## config.mk

```make
export PLATFORM = sky130hd
export DESIGN_NAME = rqsd_ctrl
export DESIGN_NICKNAME = d
export VERILOG_FILES = /design/src/design/rqsd_pkg.sv /design/src/design/rqsd_ctrl.sv
export SDC_FILE = /design/constraint.sdc
export NUM_CORES = 1
export LEC_CHECK = 0
export ABC_AREA = 1
export BUFFER_PORTS_ARGS = -buffer_cell sky130_fd_sc_hd__buf_4
export CORE_AREA = 2 2 39 41
export DETAILED_ROUTE_END_ITERATION = 7
export DIE_AREA = 0 0 41 43
export HOLD_SLACK_MARGIN = 0.05
export MAX_ROUTING_LAYER = met4
export SYNTH_ARGS = -nofsm -noshare
export SYNTH_HDL_FRONTEND = slang
export SYNTH_SLANG_ARGS = --single-unit
```

## constraint.sdc

```tcl
create_clock -name clk -period 1.6 [get_ports clk]
set_clock_uncertainty 0.05 [all_clocks]
set_input_delay 0.32 -clock clk [delete_from_list [all_inputs] [get_ports clk]]
set_output_delay 0.32 -clock clk [all_outputs]
set_load 0.01 [all_outputs]
```

## src/design/rqsd_pkg.sv

```systemverilog
// shared types and constants for the sorted radius query block
package rqsd_pkg;

	localparam logic OP_LOAD  = 1'b0;
	localparam logic OP_QUERY = 1'b1;

	localparam int POS_W   = 16;
	localparam int DIFF_W  = POS_W + 1;
	localparam int D2_W    = 2 * DIFF_W;
	localparam int RAD_W   = 15;
	localparam int LIMIT_W = 2 * RAD_W;
	localparam int KEY_W   = RAD_W;
	localparam int ROOT_W  = 32;
	localparam int STEP_W  = 4;
	localparam int ID_W    = 4;

	localparam logic [RAD_W-1:0]  RADIUS_RESET = 15'd72;
	localparam logic [STEP_W-1:0] ROOT_FIRST   = 4'd15;

	typedef struct packed {
		logic                    op;
		logic [ID_W-1:0]         target_slot;
		logic signed [POS_W-1:0] pos_x;
		logic signed [POS_W-1:0] pos_y;
		logic [ID_W-1:0]         skip_target;
	} item_t;

	typedef struct packed {
		logic [ID_W-1:0] target_id;
		logic            found;
		logic            last;
	} result_t;

	// controller to datapath
	typedef struct packed {
		logic load_we;
		logic start;
		logic diff;
		logic mulx;
		logic muly;
		logic sum;
		logic root_init;
		logic root_step;
		logic insert;
		logic next_slot;
		logic emit;
	} cmd_t;

	// datapath to controller
	typedef struct packed {
		logic keep;
		logic last_slot;
		logic root_last;
		logic emit_last;
		logic out_free;
	} sts_t;

endpackage

```

## src/design/rqsd_ctrl.sv

```systemverilog
// query sequencer: steps through slots, square root, insertion and result output
module rqsd_ctrl
	import rqsd_pkg::*;
(
	input  logic clk,
	input  logic arst_n,
	input  logic item_valid,
	input  logic item_op,
	output logic item_stall,
	input  sts_t sts,
	output cmd_t cmd
);

	localparam logic [3:0] S_IDLE = 4'd0;
	localparam logic [3:0] S_DIFF = 4'd1;
	localparam logic [3:0] S_MULX = 4'd2;
	localparam logic [3:0] S_MULY = 4'd3;
	localparam logic [3:0] S_SUM  = 4'd4;
	localparam logic [3:0] S_CMP  = 4'd5;
	localparam logic [3:0] S_ROOT = 4'd6;
	localparam logic [3:0] S_INS  = 4'd7;
	localparam logic [3:0] S_EMIT = 4'd8;

	logic [3:0] state_q;
	logic [3:0] state_d;

	assign item_stall = (state_q != S_IDLE);

	always_comb begin
		state_d = state_q;
		cmd     = '0;
		unique case (state_q)
			S_IDLE: begin
				if (item_valid) begin
					if (item_op == OP_QUERY) begin
						cmd.start = 1'b1;
						state_d   = S_DIFF;
					end else begin
						cmd.load_we = 1'b1;
					end
				end
			end
			S_DIFF: begin
				cmd.diff = 1'b1;
				state_d  = S_MULX;
			end
			S_MULX: begin
				cmd.mulx = 1'b1;
				state_d  = S_MULY;
			end
			S_MULY: begin
				cmd.muly = 1'b1;
				state_d  = S_SUM;
			end
			S_SUM: begin
				cmd.sum = 1'b1;
				state_d = S_CMP;
			end
			S_CMP: begin
				if (sts.keep) begin
					cmd.root_init = 1'b1;
					state_d       = S_ROOT;
				end else if (sts.last_slot) begin
					state_d = S_EMIT;
				end else begin
					cmd.next_slot = 1'b1;
					state_d       = S_DIFF;
				end
			end
			S_ROOT: begin
				cmd.root_step = 1'b1;
				if (sts.root_last) begin
					state_d = S_INS;
				end
			end
			S_INS: begin
				cmd.insert = 1'b1;
				if (sts.last_slot) begin
					state_d = S_EMIT;
				end else begin
					cmd.next_slot = 1'b1;
					state_d       = S_DIFF;
				end
			end
			S_EMIT: begin
				if (sts.out_free) begin
					cmd.emit = 1'b1;
					if (sts.emit_last) begin
						state_d = S_IDLE;
					end
				end
			end
			default: begin
				state_d = S_IDLE;
			end
		endcase
	end

	always_ff @(posedge clk or negedge arst_n) begin
		if (!arst_n) begin
			state_q <= S_IDLE;
		end else begin
			state_q <= state_d;
		end
	end

endmodule

```

# After elaboration in Yosys (flattened, before gate mapping)
# Index checks and enable logic that the tools add are counted.
classes:
  n_eq_ne: 13
  n_mux: 25
  n_reduce_logical: 3
ops:
  columns: ["operator", "n"]
  rows:
  - ["$pmux 4 s9", 1]
  - ["$mux 4", 7]
  - ["$eq 4x3->1 const B", 4]
  - ["$mux 1", 14]
  - ["$ne 2x2->1 const B", 5]
  - ["$eq 4x2->1 const B", 2]
  - ["$reduce_and 5->1", 1]
  - ["$eq 4x1->1 const B", 1]
  - ["$eq 4x4->1 const B", 1]
  - ["$logic_not 4->1", 1]
  - ["$mux 2", 2]
  - ["$reduce_bool 4->1", 1]
  - ["$pmux 1 s2", 1]
totals:
  ff_bits: 4
  inputBits: 9
  elab_cells: 42

# Depth between registers and ports, before layout
# Gate-level depths: netlist of the first run.
logic_depth:
  ltp_word: 3
  ltp_mapped: 7

# Worst setup path before layout of the first run
# Ideal clock, no wire load.
synth_path:
  kind: "flip-flop to output port"
  start: "register state_q[1]"
  end: "output cmd[10] (netlist bit)"
  arrival_ns: 1.101
  slack_ns: 0.129
  stages_incl_launch_ff: 4
  n_path_buf: 0
  cell_sequence: "dfrtp_1 > nor2_1 > nand2_1 > nor3b_1"
synth_rtl:
  columns: ["element", "line_no", "text"]
  rows:
  - ["from (decl)", "rqsd_ctrl.sv:24", "logic [3:0] state_q;"]
  - ["from (signal assigned)", "rqsd_ctrl.sv:103", "state_q <= state_d;"]
  - ["to (decl)", "rqsd_ctrl.sv:11", "output cmd_t cmd"]

==> flow_metrics.tcl, run 1 <==
set metrics [dict create \
    h-tree-depth 1 \
    register_area_um2 105 \
    startpoint "state_q[1]" \
    overflow 0 \
    synth_top_area_cell "dfrtp_1" \
    largest_reg_flops 4 \
    clockBufferDepth 2 \
    drt_iter0_drc 6 \
    grt_max_degree 8 \
    relSlewSlack 0.841 \
    setup_slack_ps -3.70 \
    r2r-start "state_q[0]" \
    grt_pass1_vias 341 \
    cp_max_fo 7 \
    grt_pass1_wl_mm 1.41 \
    drc 0 \
    leakage_nw 0.342 \
    setup_viol 1 \
    die_height_um 43 \
    r2r_cells 6 \
    status "finished with violations" \
    clkTransAtPathRegs_ps 40 \
    rsz0062_at_grt "yes" \
    crit_path_end_kind "output port" \
    worstHoldStart "sts[3]" \
    worst_pin_slew_ps 237 \
    num_rows 14 \
    grt_use_total 0.123 \
    ys_seq_area_frac 0.311 \
    total_power_mw 1.05 \
    drt_wl_total_mm 1.06 \
    antenna_found_initial 0 \
    ys_ff_latch 4 \
    maxCapViolCount 0 \
    viasPerCell 4.55 \
    worst_setup_path_start_kind "register" \
    fin_setup_tns_ps -3.70 \
    tritoncts "yes" \
    path_delay_family "flip-flops" \
    crit_chain "nor2_2, nand2_1, nor3b_2, buf_4" \
    syn_area_per_cell_um2 6.18 \
    drv_slew 0 \
    worstSkewPairLatency_ps 230 \
    syn_area_um2 322 \
    r2r-end "state_q[0]" \
    worstHoldPathCells 3 \
    period_needed_ps 1600 \
    die_w_um 41 \
    dieArea_mm2 0.00176 \
    synth.distinct_cells 16 \
    wl_per_cell_um 10.7 \
    syn_nets 61 \
    regToRegSetupSlack_ps 390 \
    dr.pass1.iters 4 \
    drtAntennaViolNets 0 \
    min_path_type "in2reg" \
    portBuffers 20 \
    layout-drive-gt1-share 0.578 \
    dp_hpwl_um 731 \
    coreArea_mm2 0.00138 \
    area_growth_pct 94.9 \
    worst-path-buf-inv 1 \
    nFillCells 142 \
    holdPathEnd "state_q[3]" \
    synthTopCellsByArea "dfrtp_1, nor2_1, inv_1, nand2_1, nand3_1" \
    yosys_warnings 0 \
    regMostFlops "state_q" \
    final_common_cell "buf_4" \
    vdd_ir_drop_max_uv 782 \
    critPathRequiredTime_ps 1230 \
    cpPeakStageDelay_ps 450 \
    cts-root-buf "clkbuf_4" \
    clkSinkCount 4 \
    vias 450 \
    gp_congestion 0.769 \
    timing.fmax_mhz 624 \
    violations "negative setup slack" \
    cts_buffers 3 \
    multi_input_area_um2 225 \
    initial_utilization 0.232 \
    crit_slowest_cell "dfrtp_2" \
    n_antenna_cell 0 \
    io_pins 21 \
    syn_inst 52 \
    synth_top_area_frac 0.311 \
    finalHoldViolations 0 \
    power.density_mw_per_mm2 1680 \
    final_cell_mix "buf_4, nor2_1, nand2_1" \
    top_regs "state_q: 4 flops" \
    finalNetCount 94 \
    fin_crit_sh 1.00 \
    cp.arrival_ps 1230 \
    worst-setup-path-type "reg2out" \
]
[cell families (layout without fill, tap and decap cells)]
logic type	after synthesis	in the layout	synth area share
flip-flops	4	4	0.311
AND/OR/NAND/NOR	36	36	0.533
buffers and inverters	10	41	0.117
AO/OA/AOI/OAI	2	2	0.0389
[area by class of cell]
| type | instances | share of cell area |
|---|---|---|
| tap | 16 | 0.0319 |
| sequential | 4 | 0.168 |
| clock buffer | 3 | 0.0359 |
| inverter | 10 | 0.0599 |
| timing repair buffer | 28 | 0.345 |
| multi-input combinational | 38 | 0.359 |
[layer usage]
| layer | GRT usage | part of all wire | wire length [um] |
|---|---|---|---|
| met5 | - | 0 | 0 |
| met4 | 0.0600 | 0.011 | 12 |
| met3 | 0.0366 | 0.097 | 103 |
| met2 | 0.191 | 0.49 | 521 |
| met1 | 0.137 | 0.40 | 426 |
[how the worst max path moves through the flow]
stage / to / slack (ps) / depth (start not counted)
floorplan: cmd[10] / 130 / 3
global placement: cmd[10] / 170 / 4
detailed placement: cmd[8] / 170 / 4
CTS: cmd[1] / -0.9 / 6
global route: cmd[10] / -70 / 4
finish: cmd[10] / -4 / 4
[synth_stat cells]
cell type	instances
nor2_1	12
inv_1	9
nand2_1	9
dfrtp_1	4
nand3_1	4
nor3_1	3
nand2_2	2
and3_1	1
inv_2	1
nand3b_1	1
nand4_1	1
nor2_2	1
nor2_4	1
nor3b_1	1
o211ai_1	1
o21ai_0	1
[repair_timing]
item | 4_1_cts | 5_1_grt
gates cloned | 0 | 0
buffers inserted | 0 | 6
setup endpoints to repair | 4 | 9
pin swaps | 0 | 4
hold buffers | 1 | 0
gates resized for setup | 7 | 10
endpoints found under the hold margin | 4 | 0
[worst min-delay path, cell delays in order]
cell and delay, ps:
buf_4 110, inv_1 70, o21ai_0 80
[power breakdown]
group	leakage, nW	internal (mW)	total [mW]	switching, mW
registers	0.0457	0.153	0.240	0.0874
clock network	0.0138	0.0836	0.121	0.0371
logic	0.283	0.338	0.693	0.355
[stage by stage]
stage               instances  hold WS, ps  worst slack [ps]  cell area (um2)   util
global placement           89         67.9               170              499  0.361
finish                     99          340             -3.70              627  0.453
global route               99          341             -70.4              627  0.453
floorplan                  52        -25.6               129              322      -
detailed placement         89         68.8               169              499  0.361
CTS                        93          341            -0.853              554  0.401
No activity file was read; power rests on OpenSTA's default activity.
==> run 2, diff against run 1 <==
clock period = 1.85 ns   (was 1.6 ns; I/O delays follow)
==> run 2 against run 1 <==
Against the previous run: the flow now finishes without violations; sequential power decreased by 19%; via count decreased by 7.1%; largest power group unchanged; first-iteration DRC count increased to 3.3 times the previous value; final area decreased by 15%; core utilization decreased by 6.6 points; combinational power decreased by 39%; critical endpoint is now cmd[7].
==> flow_metrics.tcl, run 2 (synthesis gave the netlist of run 1 again) <==
set metrics [dict create \
    cp.arrival_ps 1310 \
    finalHoldViolations 0 \
    tritoncts "yes" \
    post-route-util 0.387 \
    clkTransAtPathRegs_ps 40 \
    worstSkewPairLatency_ps 240 \
    path_delay_family "flip-flops" \
    fin_crit_sh 0.936 \
    h-tree-depth 1 \
    dr.pass1.iters 4 \
    cts-root-buf "clkbuf_4" \
    relSlewSlack 0.825 \
    coreArea_mm2 0.00138 \
    n_antenna_cell 0 \
    vdd_ir_drop_max_uv 768 \
    worstHoldStart "sts[3]" \
    rsz0062_at_grt "no" \
    cpPeakStageDelay_ps 430 \
    grt_use_total 0.132 \
    cts_buffers 3 \
    power.density_mw_per_mm2 1360 \
    leakage_nw 0.306 \
    io_pins 21 \
    regMostFlops "state_q" \
    worst_pin_slew_ps 260 \
    initial_utilization 0.232 \
    clkSinkCount 4 \
    setup_viol 0 \
    drc 0 \
    min_path_type "in2reg" \
    cp_max_fo 3 \
    gp_congestion 0.757 \
    drv_slew 0 \
    crit_path_end_kind "output port" \
    timing.fmax_mhz 578 \
    startpoint "state_q[3]" \
    final_cell_mix "buf_4, nor2_1, inv_1, nand2_1, nand3_1" \
    nFillCells 157 \
    portBuffers 20 \
    dieArea_mm2 0.00176 \
    area_growth_pct 66.5 \
    overflow 0 \
    setup_slack_ps 119 \
    worst-path-buf-inv 2 \
    dp_slack_ps 291 \
    grt_max_degree 8 \
    r2r-start "state_q[3]" \
    drt_wl_total_um 945 \
    drtAntennaViolNets 0 \
    viasPerCell 4.54 \
    total_power_mw 0.729 \
    largest_reg_flops 4 \
    crit_chain "nor2_2, inv_1, nor3_1, buf_4" \
    top_regs "state_q: 4 flops" \
    worst-setup-path-type "reg2out" \
    drt_iter0_drc 20 \
    wl_per_cell_um 10.3 \
    vias 418 \
    critPathRequiredTime_ps 1430 \
    antenna_found_initial 0 \
    worst_setup_path_start_kind "register" \
    clockBufferDepth 2 \
    grt_pass1_vias 386 \
    regToRegSetupSlack_ps 680 \
    fin_setup_tns_ps 0 \
    num_rows 14 \
    period_needed_ps 1730 \
    status "finished clean" \
    die_height_um 43 \
    die_w_um 41 \
    cts_setup_buffers 0 \
    maxCapViolCount 0 \
    crit_slowest_cell "dfrtp_1" \
    grt_pass1_wl_mm 1.52 \
    finalNetCount 87 \
    dp_hpwl_um 759 \
    layout-drive-gt1-share 0.421 \
    final_common_cell "buf_4" \
]
==> run 2: what timing repair did <==
item / in CTS / in global routing
setup endpoints to repair: 0 / 3
hold endpoints to repair: 4 / 0
hold buffers: 1 / 0
gates resized for setup: 0 / 4
==> run 2: power breakdown <==
group	switching, mW	internal, mW	total (mW)
sequential	0.0676	0.127	0.195
combinational	0.237	0.187	0.424
clock	0.0378	0.0727	0.110
total	0.342	0.387	0.729
==> run 2: per-layer routing <==
metal	part of all wire	routed length, um	global-route usage
met2	0.46	431	0.203
met5	0	0	-
met3	0.094	89	0.0628
met1	0.43	410	0.147
met4	0.014	13	0.0400
==> run 2: path summary, 6_finish.rpt <==
kind                                    to  depth (start not counted)
worst max-delay path                cmd[7]                          4
worst min-delay path            state_q[3]                          3
worst max register to register  state_q[0]                          7
worst min register to register  state_q[1]                          3
max in group asynchronous       state_q[1]                          2
min in group asynchronous       state_q[2]                          2
==> run 2: per-stage QoR <==
step / hold WS (ps) / area (um2) / cells
after global placement: 118 / 492 / 88
after global routing: 427 / 536 / 92
after floorplan: 24.4 / 322 / 52
after CTS: 411 / 524 / 92
final: 406 / 536 / 92
after detailed placement: 118 / 492 / 88
==> run 2: cell type report <==
class,instances,area (um2),share of cell area
repair buffers,21,160,0.299
inverters,10,37.5,0.0701
flip-flops and latches,4,101,0.189
well taps,16,20.0,0.0374
multi-input cells,38,194,0.362
clock buffers,3,22.5,0.0421
==> run 2: tightest hold or removal path, stage by stage <==
cell,delay [ps]
buf_4,110
inv_1,60
o21ai_0,100
==> run 3, diff against run 2 <==
BUFFER_PORTS_ARGS = -buffer_cell sky130_fd_sc_hd__buf_2   (was -buffer_cell sky130_fd_sc_hd__buf_4)
RECOVER_POWER = 25   (was not set)
==> run 3 against run 2 <==
Against the previous run: die area did not move; sequential share of layout area up 2.4 points; sequential cell count did not move; register-to-register slack worse by 50 ps; global-route usage shrank 0.61 points; core utilization down 4.7 points; setup slack improved by 2.6 ps; clock-buffer cell count stayed put; largest cell class unchanged; critical endpoint is now cmd[1]; hold slack got worse by 11 ps.
==> flow_metrics.tcl, run 3 (synthesis gave the netlist of run 1 again) <==
set metrics [dict create \
    die_height_um 43 \
    tritoncts "yes" \
    whs_ps 394 \
    setup_viol 0 \
    final_cell_mix "buf_2, nor2_1, inv_1, nand2_1" \
    grt_use_total 0.126 \
    fin_crit_sh 0.934 \
    cp_max_fo 5 \
    die_w_um 41 \
    clkTransAtPathRegs_ps 40 \
    regMostFlops "state_q" \
    area_growth_pct 46.3 \
    worst_pin_slew_ps 325 \
    startpoint "state_q[2]" \
    timing.fmax_mhz 579 \
    dr.pass1.iters 4 \
    crit_path_end_kind "output port" \
    vias 391 \
    dieArea_mm2 0.00176 \
    fin_setup_tns_ps 0 \
    num_rows 14 \
    wl_per_cell_um 9.04 \
    drt_iter0_drc 4 \
    worstSkewPairLatency_ps 240 \
    drtAntennaViolNets 0 \
    worst-setup-path-type "reg2out" \
    relSlewSlack 0.783 \
    antenna_found_initial 0 \
    gp_congestion 0.823 \
    grt_max_degree 8 \
    worst_setup_path_start_kind "register" \
    crit_chain "inv_1, nor2_1, nand3_1, nand2_2, buf_2" \
    cts-root-buf "clkbuf_4" \
    top_regs "state_q: 4 flops" \
    drv_slew 0 \
    n_antenna_cell 0 \
    period_needed_ps 1730 \
    cpPeakStageDelay_ps 390 \
    rsz0062_at_grt "no" \
    finalNetCount 87 \
    status "finished clean" \
    min_path_type "in2reg" \
    power.density_mw_per_mm2 1400 \
    viasPerCell 4.25 \
    grt_pass1_vias 358 \
    grt_pass1_wl_mm 1.37 \
    maxCapViolCount 0 \
    r2r-start "state_q[2]" \
    post-route-util 0.340 \
    drt_wl_total_um 832 \
    io_pins 21 \
    fin_cells 92 \
    initial_utilization 0.232 \
    leakage_nw 0.295 \
    clockBufferDepth 2 \
    coreArea_mm2 0.00138 \
    cp.arrival_ps 1310 \
    dp_cells 88 \
    final_common_cell "buf_2" \
    finalHoldViolations 0 \
    drc 0 \
    largest_reg_flops 4 \
    overflow 0 \
    cts_buffers 3 \
    critPathRequiredTime_ps 1430 \
    crit_slowest_cell "dfrtp_1" \
    portBuffers 20 \
    dp_hpwl_um 713 \
    clkSinkCount 4 \
    h-tree-depth 1 \
    worstHoldStart "sts[3]" \
    layout-drive-gt1-share 0.368 \
    vdd_ir_drop_max_uv 640 \
]
[run 3: cell count changes in the layout (fill, tap and decap cells not counted)]
cell,before,now
dfrtp_2,1,0
nor3_2,1,0
nor2_4,1,0
buf_2,0,19
nor2_1,10,11
nor3_1,2,3
buf_4,20,0
clkbuf_1,0,1
dfrtp_1,3,4
[run 3: per-layer routing]
layer / wire (um) / GRT usage
met1: 351 / 0.124
met2: 398 / 0.178
met3: 82 / 0.0471
met4: 0 / 0.120
met5: 0 / -
[run 3: final cells by class]
cell class,instances,area (um2)
fill,153,913
multi-input combinational,38,181
timing repair buffer,21,109
sequential,4,100
inverter,10,37.5
clock buffer,3,22.5
tap,16,20.0
[run 3: timing repair]
action	4_1_cts	5_1_grt
hold buffers	1	0
buffers inserted	0	0
endpoints found under the hold margin	4	0
resized for setup	0	2
endpoints found under the setup margin	0	3
[run 3: through the flow]
stage               power, mW  setup WS (ps)  instance area, um2
CTS                     0.671           63.3                 474
detailed placement      0.556            325                 442
global route            0.734           17.6                 470
finish                  0.660            122                 470
global placement        0.551            311                 442
floorplan               0.427            329                 322
[run 3: worst max-delay path, delay by kind of cell, from the launching register on]
kind                   cells  cell delay (ps)
DFF                        1              390
buffers and inverters      2              180
and+or+nand+nor            3              500
[run 3: final timing paths]
check / to / slack (ps) / cells after the start
setup / recovery: cmd[1] / 120 / 5
hold / removal: state_q[3] / 390 / 3
setup reg to reg: state_q[0] / 630 / 6
hold reg to reg: state_q[0] / 590 / 3
max in group asynchronous: state_q[1] / 1130 / 2
min in group asynchronous: state_q[2] / 440 / 2
[run 3: where the power goes]
group          total (mW)  internal (mW)  switching [mW]
sequential          0.183          0.125          0.0586
clock               0.110         0.0726          0.0369
combinational       0.367          0.139           0.228
